### src/hw/rtl/tdbi_pkg.sv
`timescale 1ns / 1ps

package tdbi_pkg;

    // Field widths of the stream payloads.
    localparam int IDX_W    = 10;
    localparam int SCR_W    = 32;
    localparam int DEP_W    = 8;
    localparam int FACE_W   = 11;
    localparam int TEX_W    = 5;
    localparam int CNT_W    = 12;

    // Vertex store: the address wraps modulo its depth, which is a power of two.
    localparam int VERT_DEPTH = 1024;
    localparam int VERT_AW    = $clog2(VERT_DEPTH);
    localparam int VERT_W     = SCR_W + DEP_W;

    // Depth buckets and face list.
    localparam int BUCKET_COUNT = 766;
    localparam int BUCKET_AW    = $clog2(BUCKET_COUNT);
    localparam int FACE_MAX     = 2048;

    // Stream widths, padded to whole bytes.
    localparam int IN_DATA_W  = 72;
    localparam int OUT_DATA_W = 64;

    // Configuration port.
    localparam int CFG_IDX_W  = 1;
    localparam int CFG_DATA_W = 10;
    localparam logic [CFG_IDX_W-1:0] CFG_VERTEX_BASE = 1'd0;
    localparam logic [CFG_IDX_W-1:0] CFG_TEXTURE     = 1'd1;

    // Item kinds carried in the input tuser.
    localparam logic MODE_LOAD   = 1'b0;
    localparam logic MODE_INSERT = 1'b1;

    typedef enum logic [2:0] {
        ST_CLEAR,
        ST_IDLE,
        ST_RD1,
        ST_RD2,
        ST_SUM,
        ST_HEAD,
        ST_OUT
    } t_state;

    // Source of the vertex store read address.
    typedef enum logic [1:0] {
        VS_IN,
        VS_B,
        VS_C
    } t_vsel;

    typedef struct packed {
        logic in_beat;
        logic in_mode;
        logic in_full;
        logic out_free;
        logic clear_done;
    } t_status;

    typedef struct packed {
        logic  in_ready;
        logic  clear_we;
        t_vsel vsel;
        logic  lat_s0;
        logic  lat_s1;
        logic  sum_en;
        logic  head_en;
        logic  out_try;
    } t_ctrl;

endpackage

### src/hw/rtl/tdbi_ctrl.sv
`timescale 1ns / 1ps

module tdbi_ctrl (
    input  logic             i_clk,
    input  logic             i_rst_n,
    input  tdbi_pkg::t_status i_status,
    output tdbi_pkg::t_ctrl   o_ctrl
);

    tdbi_pkg::t_state r_state;
    tdbi_pkg::t_state n_state;

    // State register.
    always_ff @(posedge i_clk) begin
        if (!i_rst_n) begin
            r_state <= tdbi_pkg::ST_CLEAR;
        end else begin
            r_state <= n_state;
        end
    end

    // Next state. A full face list sends a triangle straight to the output.
    always_comb begin
        n_state = r_state;
        case (r_state)
            tdbi_pkg::ST_CLEAR: begin
                if (i_status.clear_done) begin
                    n_state = tdbi_pkg::ST_IDLE;
                end
            end
            tdbi_pkg::ST_IDLE: begin
                if (i_status.in_beat && i_status.in_mode == tdbi_pkg::MODE_INSERT) begin
                    n_state = i_status.in_full ? tdbi_pkg::ST_OUT : tdbi_pkg::ST_RD1;
                end
            end
            tdbi_pkg::ST_RD1:  n_state = tdbi_pkg::ST_RD2;
            tdbi_pkg::ST_RD2:  n_state = tdbi_pkg::ST_SUM;
            tdbi_pkg::ST_SUM:  n_state = tdbi_pkg::ST_HEAD;
            tdbi_pkg::ST_HEAD: n_state = tdbi_pkg::ST_OUT;
            tdbi_pkg::ST_OUT: begin
                if (i_status.out_free) begin
                    n_state = tdbi_pkg::ST_IDLE;
                end
            end
            default: n_state = tdbi_pkg::ST_CLEAR;
        endcase
    end

    // Control outputs per state.
    always_comb begin
        o_ctrl = '0;
        o_ctrl.vsel = tdbi_pkg::VS_IN;
        case (r_state)
            tdbi_pkg::ST_CLEAR: o_ctrl.clear_we = 1'b1;
            tdbi_pkg::ST_IDLE:  o_ctrl.in_ready = 1'b1;
            tdbi_pkg::ST_RD1: begin
                o_ctrl.lat_s0 = 1'b1;
                o_ctrl.vsel   = tdbi_pkg::VS_B;
            end
            tdbi_pkg::ST_RD2: begin
                o_ctrl.lat_s1 = 1'b1;
                o_ctrl.vsel   = tdbi_pkg::VS_C;
            end
            tdbi_pkg::ST_SUM:  o_ctrl.sum_en  = 1'b1;
            tdbi_pkg::ST_HEAD: o_ctrl.head_en = 1'b1;
            tdbi_pkg::ST_OUT:  o_ctrl.out_try = 1'b1;
            default:           o_ctrl = '0;
        endcase
    end

endmodule

### config.mk
export PLATFORM = sky130hd
export DESIGN_NAME = tdbi_ctrl
export DESIGN_NICKNAME = d
export VERILOG_FILES = /design/src/hw/rtl/tdbi_pkg.sv /design/src/hw/rtl/tdbi_ctrl.sv
export SDC_FILE = /design/constraint.sdc
export NUM_CORES = 1
export LEC_CHECK = 0
export BUFFER_PORTS_ARGS = -buffer_cell sky130_fd_sc_hd__buf_4
export CAP_MARGIN = 20
export CORE_AREA = 2 2 39 41
export CTS_BUF_LIST = sky130_fd_sc_hd__clkbuf_2 sky130_fd_sc_hd__clkbuf_4 sky130_fd_sc_hd__clkbuf_8
export CTS_CLUSTER_DIAMETER = 60
export DETAILED_ROUTE_END_ITERATION = 7
export DIE_AREA = 0 0 41 43
export GPL_ROUTABILITY_DRIVEN = 0
export SYNTH_ARGS = -nofsm -noshare
export SYNTH_HDL_FRONTEND = slang
export SYNTH_SLANG_ARGS = --single-unit
### constraint.sdc
create_clock -name i_clk -period 1 [get_ports i_clk]
set_input_delay 0.2 -clock i_clk [delete_from_list [all_inputs] [get_ports i_clk]]
set_output_delay 0.2 -clock i_clk [all_outputs]
set_load 0.02 [all_outputs]
==> impl_metrics.csv <==
group,metric,value,unit
synthesis,postSynthCellCount,33,
routing,vias,318,
timing,setup_viol,12,
finish,drive_gt1_share,80.7,%
pwr,power_density,1930,mW/mm^2
die,start_util,19.8,%
timing,slew_viol_final,0,
clock_tree,cts_buffers,3,
finish,nNetsFinal,65,
worst_setup_path,end_kind,"primary output",
worst_setup_path,cp-startpoint,"r_state[0]",
status,outcome,"finished, violations left",
global_route,grt_pass1_vias,316,
timing,worst-slew-pin-transition,313,ps
timing,period_share,125,%
timing,hold_viol_final,0,
die,die_area,0.00176,sq mm
synthesis,synth_cell_type_count,20,
timing,period_needed,1250,ps
clock_tree,cts_buffer_depth,2,
routing,drc,0,
global_route,antenna_found_initial,0,
timing,rsz0062_at_grt,"yes",
timing,fmax,799,MHz
finish,reg_top3,"r_state (3)",
timing,clock_skew,2.49,ps
routing,dr.pass1.iters,2,
worst_setup_path,r2r_slack,-200,ps
hold_path,hp-class,"primary input to register",
synthesis,yosysSeqAreaShare,21.9,%
pwr,p_leak,0.279,nW
worst_setup_path,worst_ep_required_time,800,ps
global_route,grt_use_total,9.92,%
die,die_h,43,um
worst_setup_path,timing.rr.end,"r_state[0]",
synthesis,syn_area,274,sq um
clock_tree,clk_pin_slew_worst_paths,40,ps
place,dpl_worst_slack,-148,ps
worst_setup_path,reg2reg_from,"r_state[2]",
worst_setup_path,crit_end,"o_ctrl[3]",
pwr,totalPowerFinal,1.07,mW
clock_tree,htreeDepth,1,
routing,vias_per_cell,4.36,
global_route,grt_pass1_wl,1210,um
worst_setup_path,critPathArrivalTime,1050,ps
timing,setup_slack,-251,ps
global_route,grt_max_degree,15,
status,violations,"setup timing",
timing,tns,-2430,ps
clock_tree,clockRootBuffer,"clkbuf_4",
synthesis,synth_nets,40,
routing,drtAntennaViolNets,0,
finish,largest_register_ffs,3,
timing,holdWs,237,ps
finish,final_cell_mix,"buf_4 (19), buf_6 (5), clkbuf_4 (4)",
worst_setup_path,worstSetupPathType,"register to primary output",
flow_run,maxCapViolCount,0,
finish,largest-register,"r_state",
routing,wl,754,um
die,io_pins,16,
finish,area_growth,101,%
synthesis,syn_avg_cell_area,8.30,sq um
worst_setup_path,rr_worst_depth,4,
timing,slew_headroom,79.0,%
place,numPortBuffers,15,
finish,n_antenna_cell,0,
worst_setup_path,crit_fanout,7,
synthesis,ys_warn_count,0,
die,rows,14,
routing,drt_iter0_markers,2,
clock_tree,cts_tree,"yes",
finish,fin_util,39.9,%
die,fp.coreArea,0.00138,sq mm
place,hpwl,503,um
finish,final_common_cell,"buf_4",
global_route,gr-total-overflow,0,
clock_tree,clock_sinks,3,
synthesis,ys_ff_latch,3,
routing,wl_per_cell,10.3,um
die,dieWidth,41,um
pwr,peakVddDrop,630,uV
worst_setup_path,cp-start-kind,"register",
clock_tree,clk_latency,230,ps
[cell families (layout without fill, tap and decap cells)]
group / Yosys count / count (layout) / synth area share, %
compound gates: 4 / 4 / 13.2
buf+inv: 4 / 28 / 9.13
flops: 3 / 3 / 21.9
mux: 1 / 1 / 3.65
simple gates: 21 / 21 / 52.1
[worst min path at each step]
stage                     startpoint          to  slack (ps)  cells past startpoint
after detailed placement     i_rst_n  r_state[1]         480                      3
after CTS                    i_rst_n  r_state[1]         230                      3
final                        i_rst_n  r_state[1]         240                      3
after global placement       i_rst_n  r_state[2]         480                      3
after floorplan              i_rst_n  r_state[1]         320                      2
after global routing         i_rst_n  r_state[2]         230                      3
[routing by layer]
metal	up-vias	wire length [um]	global-route usage [%]
li1	162	-	-
met1	146	315	11.2
met2	10	384	15.9
met3	0	54	3.66
met4	0	0	4.00
met5	-	0	0
[repair_timing]
item                                    4_1_cts  5_1_grt
buffers inserted                              2        1
pin swaps                                     0        3
gates resized for setup                       8        7
endpoints found under the setup margin       12       12
endpoints found under the hold margin         0        0
hold buffers                                  0        0
[worst max-delay path, cell delays in order (launching register included)]
cell and delay, ps:
dfxtp_4 350, buf_6 130, and3b_2 210, buf_6 130
[where the power goes]
part	switching, mW	internal [mW]	leakage, nW
clock network	0.0593	0.176	0.0184
registers	0.0659	0.162	0.0267
logic	0.260	0.342	0.234
total	0.385	0.680	0.279
[Yosys cell counts]
master,n,area [sq um]
nand2_1,4,15.0
nor3_1,2,10.0
and3b_1,1,8.76
a21oi_1,1,5.00
dfxtp_1,3,60.1
and3_4,1,11.3
o41ai_2,1,16.3
nand3b_1,1,7.51
and2_1,2,12.5
and2b_2,1,8.76
nor2_1,3,11.3
or2b_1,1,7.51
o21ai_0,1,5.00
nor4_2,2,25.0
buf_2,2,10.0
o211a_1,1,10.0
nor3b_1,2,15.0
buf_4,2,15.0
and2b_4,1,10.0
mux2i_1,1,10.0
[through the flow]
| stage | cell area (sq um) | std cells |
|---|---|---|
| after floorplan | 318 | 33 |
| after global placement | 450 | 66 |
| after detailed placement | 450 | 66 |
| after CTS | 512 | 72 |
| after global routing | 552 | 73 |
| final | 552 | 73 |
[layout make-up]
| class | count | area (sq um) |
|---|---|---|
| Clock buffer | 4 | 30.0 |
| Fill cell | 141 | 832 |
| Multi-Input combinational cell | 26 | 231 |
| Sequential cell | 3 | 71.3 |
| Tap cell | 16 | 20.0 |
| Timing Repair Buffer | 24 | 199 |
Power figures use the tool's default switching activity.
