$ cat config.mk
export PLATFORM = sky130hd
export DESIGN_NAME = tdbi_ram
export DESIGN_NICKNAME = d
export VERILOG_FILES = /design/src/hw/rtl/tdbi_ram.sv
export SDC_FILE = /design/constraint.sdc
export NUM_CORES = 1
export LEC_CHECK = 0
export ABC_AREA = 1
export ABC_CLOCK_PERIOD_IN_PS = 1620
export BUFFER_PORTS_ARGS = -buffer_cell sky130_fd_sc_hd__clkbuf_2
export CAP_MARGIN = 20
export CORE_MARGIN = 2
export CORE_UTILIZATION = 30
export DETAILED_ROUTE_END_ITERATION = 12
export HOLD_SLACK_MARGIN = 0.12
export PLACE_DENSITY = 0.55
export SYNTH_ARGS = -nofsm -noshare
export SYNTH_HDL_FRONTEND = slang
export SYNTH_SLANG_ARGS = --single-unit
$ cat constraint.sdc
create_clock -name i_clk -period 1.62 [get_ports i_clk]
set_input_delay 0.243 -clock i_clk [delete_from_list [all_inputs] [get_ports i_clk]]
set_output_delay 0.243 -clock i_clk [all_outputs]
set_load 0.02 [all_outputs]
$ cat src/hw/rtl/tdbi_ram.sv
`timescale 1ns / 1ps

module tdbi_ram #(
    parameter int WIDTH = 8,
    parameter int DEPTH = 16
) (
    input  logic                     i_clk,
    input  logic                     i_we,
    input  logic [$clog2(DEPTH)-1:0] i_waddr,
    input  logic [WIDTH-1:0]         i_wdata,
    input  logic [$clog2(DEPTH)-1:0] i_raddr,
    output logic [WIDTH-1:0]         o_rdata
);

    logic [WIDTH-1:0] r_mem [DEPTH];

    // One write port and one registered read port.
    always_ff @(posedge i_clk) begin
        if (i_we) begin
            r_mem[i_waddr] <= i_wdata;
        end
        o_rdata <= r_mem[i_raddr];
    end

endmodule

==> flow_summary.html <==
<table>
<tr><th>Metric</th><th>Value</th></tr>
<tr><th colspan="2">STA</th></tr>
<tr><td>Hold Violations, Final</td><td>0</td></tr>
<tr><td>Setup TNS</td><td>0 ps</td></tr>
<tr><td>Portion of the clock cycle consumed by the worst path in the final layout</td><td>74.5%</td></tr>
<tr><td>Final number of setup-violating endpoints</td><td>0</td></tr>
<tr><td>Upper clock frequency limit</td><td>829 MHz</td></tr>
<tr><td>Worst clock skew</td><td>6.59 ps</td></tr>
<tr><td>Total count of max-transition violations in the final report</td><td>0</td></tr>
<tr><td>Setup repair after global routing missed its margin</td><td>no</td></tr>
<tr><td>Min Tclk post-route</td><td>1210 ps</td></tr>
<tr><td>Slew margin rel.</td><td>64.7%</td></tr>
<tr><td>Worst Tran Pin Value</td><td>529 ps</td></tr>
<tr><th colspan="2">Power and ir drop</th></tr>
<tr><td>Reg power frac</td><td>49.2%</td></tr>
<tr><td>Peak supply drop</td><td>0.670 mV</td></tr>
<tr><td>Sw power</td><td>1720 uW</td></tr>
<tr><td>Clock Power Share</td><td>44.4%</td></tr>
<tr><td>Post-layout total power</td><td>8040 uW</td></tr>
<tr><td>Logic gate share of total power</td><td>6.3%</td></tr>
<tr><td>Power density over the cells</td><td>1190 mW/mm^2</td></tr>
<tr><td>Leakage power</td><td>0.00291 uW</td></tr>
<tr><td>Design internal power</td><td>6330 uW</td></tr>
<tr><td>Switching power share of the total</td><td>21.4%</td></tr>
<tr><th colspan="2">Yosys</th></tr>
<tr><td>Share of the yosys chip area belonging to registers</td><td>69.4%</td></tr>
<tr><td>Share of the synthesized area in the top cell type</td><td>66.7%</td></tr>
<tr><td>Netlist area before placement</td><td>0.00577 sq mm</td></tr>
<tr><td>Most frequent cell after synthesis</td><td>nand2_1</td></tr>
<tr><td>Most common library cells after synthesis</td><td>173 x nand2_1, 128 x edfxtp_1, 100 x inv_1</td></tr>
<tr><td>Syn Inst Count</td><td>551</td></tr>
<tr><td>Dominant cells by area after synthesis</td><td>edfxtp_1 67%, nand2_1 11%, nand3_1 8.4%</td></tr>
<tr><td>Number of warning messages in the yosys log</td><td>0</td></tr>
<tr><td>Syn nets</td><td>569</td></tr>
<tr><td>Count of state elements after synthesis</td><td>136</td></tr>
<tr><td>Average size of a mapped cell</td><td>10.5 sq um</td></tr>
<tr><td>Area leader, netlist</td><td>edfxtp_1</td></tr>
<tr><td>Ys async rst share</td><td>0%</td></tr>
<tr><td>Most used flip-flop cell after synthesis</td><td>edfxtp_1</td></tr>
<tr><td>Post-synth EDFFs</td><td>128</td></tr>
<tr><td>Distinct cell type count after synthesis</td><td>12</td></tr>
<tr><th colspan="2">Global routing</th></tr>
<tr><td>Largest net degree at the start of global routing</td><td>65</td></tr>
<tr><td>GRT Overall Usage</td><td>13.6%</td></tr>
<tr><td>Grt ovf</td><td>0</td></tr>
<tr><td>Antenna violations before repair</td><td>0</td></tr>
<tr><td>Global-route wire length before repair</td><td>20300 microns</td></tr>
<tr><td>Via count of the first global-routing pass</td><td>3572</td></tr>
<tr><th colspan="2">Clock network</th></tr>
<tr><td>Clock latency on the worst-skew pair</td><td>410 ps</td></tr>
<tr><td>Cts repair resizes</td><td>0</td></tr>
<tr><td>Cell at the root of the clock tree</td><td>clkbuf_16</td></tr>
<tr><td>Clock transition at the registers of the reported paths</td><td>60 ps</td></tr>
<tr><td>Hold buffer count at CTS</td><td>0</td></tr>
<tr><td>Post-CTS repair timing setup buffer count</td><td>0</td></tr>
<tr><td>CTS tree</td><td>yes</td></tr>
<tr><td>TritonCTS buffer count</td><td>17</td></tr>
<tr><td>Number of clock sinks</td><td>136</td></tr>
<tr><td>Max Buffers Root-to-Sink</td><td>2</td></tr>
<tr><td>H-Tree Level Count</td><td>4</td></tr>
<tr><th colspan="2">Drt</th></tr>
<tr><td>Routed vias/inst</td><td>4.43</td></tr>
<tr><td>Number of nets with antenna violations after routing</td><td>0</td></tr>
<tr><td>Total routed wirelength</td><td>13100 microns</td></tr>
<tr><td>Routed wire per std cell</td><td>15.5 microns</td></tr>
<tr><td>Vias after detailed routing</td><td>3728</td></tr>
<tr><td>Count of routing violations after the opening detailed-route iteration</td><td>326</td></tr>
<tr><td>DRC violation count after routing</td><td>0</td></tr>
<tr><td>Drt first pass iters</td><td>5</td></tr>
<tr><th colspan="2">Setup path</th></tr>
<tr><td>Number of cells on the worst reg-to-reg path</td><td>6</td></tr>
<tr><td>Req. time, crit path</td><td>1380 ps</td></tr>
<tr><td>Family with the most delay on the worst path</td><td>flip-flops</td></tr>
<tr><td>R2R Setup Slk</td><td>580 ps</td></tr>
<tr><td>Critical path origin</td><td>o_rdata[3]</td></tr>
<tr><td>CP Launch Type</td><td>register</td></tr>
<tr><td>Crit-path max cell delay</td><td>350 ps</td></tr>
<tr><td>Startpoint of the most critical register-to-register path</td><td>r_mem[9][2]</td></tr>
<tr><td>Worst Path Buf+Inv</td><td>1</td></tr>
<tr><td>Critical path class</td><td>reg -&gt; out</td></tr>
<tr><td>Total number of cells along the worst setup path</td><td>1</td></tr>
<tr><td>Cell chain of the critical path</td><td>clkbuf_2</td></tr>
<tr><td>Kind of end point of the critical path</td><td>output pin</td></tr>
<tr><td>Reg2reg end</td><td>o_rdata[2]</td></tr>
<tr><td>Worst Setup EP</td><td>o_rdata[3]</td></tr>
<tr><td>Crit path DAT</td><td>960 ps</td></tr>
<tr><td>Critical-path maximum fanout</td><td>1</td></tr>
<tr><td>Standard cell with the maximum stage delay on the critical path</td><td>dfxtp_1</td></tr>
<tr><th colspan="2">Min path</th></tr>
<tr><td>Hold path depth</td><td>4</td></tr>
<tr><td>HP Class</td><td>in -&gt; reg</td></tr>
<tr><th colspan="2">Die</th></tr>
<tr><td>Y dimension of the die</td><td>143 microns</td></tr>
<tr><td>Die area</td><td>0.0203 sq mm</td></tr>
<tr><td>Core region area</td><td>0.0188 sq mm</td></tr>
<tr><td>Starting density of the core</td><td>30.7%</td></tr>
<tr><td>Floorplan die width</td><td>143 microns</td></tr>
<tr><td>Core Rows</td><td>50</td></tr>
<tr><td>IO Count</td><td>26</td></tr>
<tr><th colspan="2">Final layout</th></tr>
<tr><td>Antenna fix cells</td><td>0</td></tr>
<tr><td>Layout cells sized above 1</td><td>12.0%</td></tr>
<tr><td>Area growth from synthesis to final layout</td><td>17.5%</td></tr>
<tr><td>Count of nets after finishing</td><td>612</td></tr>
<tr><td>Final non-filler cell total</td><td>841</td></tr>
<tr><th colspan="2">Place</th></tr>
<tr><td>Post-placement cell count</td><td>809</td></tr>
<tr><td>Port Buf Inserts</td><td>25</td></tr>
<tr><td>RePlAce Congestion</td><td>0.804</td></tr>
<tr><td>Placed wire-length estimate</td><td>8320 microns</td></tr>
<tr><th colspan="2">Run</th></tr>
<tr><td>Max-cap viol count</td><td>0</td></tr>
<tr><th colspan="2">Outcome</th></tr>
<tr><td>Status</td><td>complete, no violations</td></tr>
</table>
[power groups by stage]
stage	clock, uW	sequential (uW)	combinational (uW)
6_report	3570	3960	507
5_1_grt	3810	3970	564
4_1_cts	3660	3960	517
3_5_place_dp	0	4040	514
3_3_place_gp	0	4030	505
2_1_floorplan	0	4050	278
[kinds of logic after synthesis]
kind of cell           synth area share [%]
DFF                                    69.4
buffers and inverters                  9.52
and+or+nand+nor                        21.0
[worst min-delay path by stage]
stage,start,to,slack [ps]
finish,i_raddr[3],o_rdata[4],290
CTS,i_raddr[3],o_rdata[4],280
global placement,r_mem[14][4],o_rdata[4],660
global route,i_raddr[3],o_rdata[4],290
floorplan,i_wdata[0],r_mem[0][0],340
detailed placement,r_mem[7][2],o_rdata[2],660
[cell type report]
type	count	area (sq um)
multi-input combinational	289	1210
sequential	136	4000
fill	1827	12000
inverter	102	383
clock buffer	22	444
tap	234	293
clock inverter	10	104
timing repair buffer	48	335
[layout by cell type (no fill, tap or decap), drive strengths merged]
cell type / Yosys / routed
dfxtp: 8 / 8
clkinv: 0 / 6
clkbuf: 0 / 47
clkinvlp: 0 / 2
inv: 102 / 102
bufinv: 0 / 2
nand3: 97 / 97
edfxtp: 128 / 128
nand2: 173 / 173
nand3b: 2 / 2
buf: 24 / 23
nor2: 17 / 17
[sequential cells by signal (all words and copies together) (netlist names)]
signal   cells
o_rdata      8
r_mem      128
[through the flow]
step / util (%) / setup slack [ps] / instance area (sq um) / hold WS (ps)
4_1_cts: 36.1 / 368 / 6780 / 275
5_1_grt: 36.1 / 358 / 6780 / 291
6_report: 36.1 / 414 / 6780 / 285
2_1_floorplan: - / 426 / 5770 / 342
3_3_place_gp: 33.2 / 256 / 6230 / 656
3_5_place_dp: 33.2 / 242 / 6230 / 664
[per-layer routing]
metal / routed length, microns / vias up / GRT usage, %
met4: 417 / 0 / 6.77
met3: 708 / 24 / 3.12
met1: 5860 / 1728 / 17.9
met5: 0 / - / 0
met2: 6080 / 117 / 21.1
li1: - / 1859 / -
[worst reg2reg max path: cells and delay by family, from the launching register on]
| kind | cells | cell delay [ps] |
|---|---|---|
| buffers and inverters | 1 | 60 |
| DFF | 1 | 350 |
| and+or+nand+nor | 5 | 510 |
Note: power is estimated with default switching activity, not from simulation.
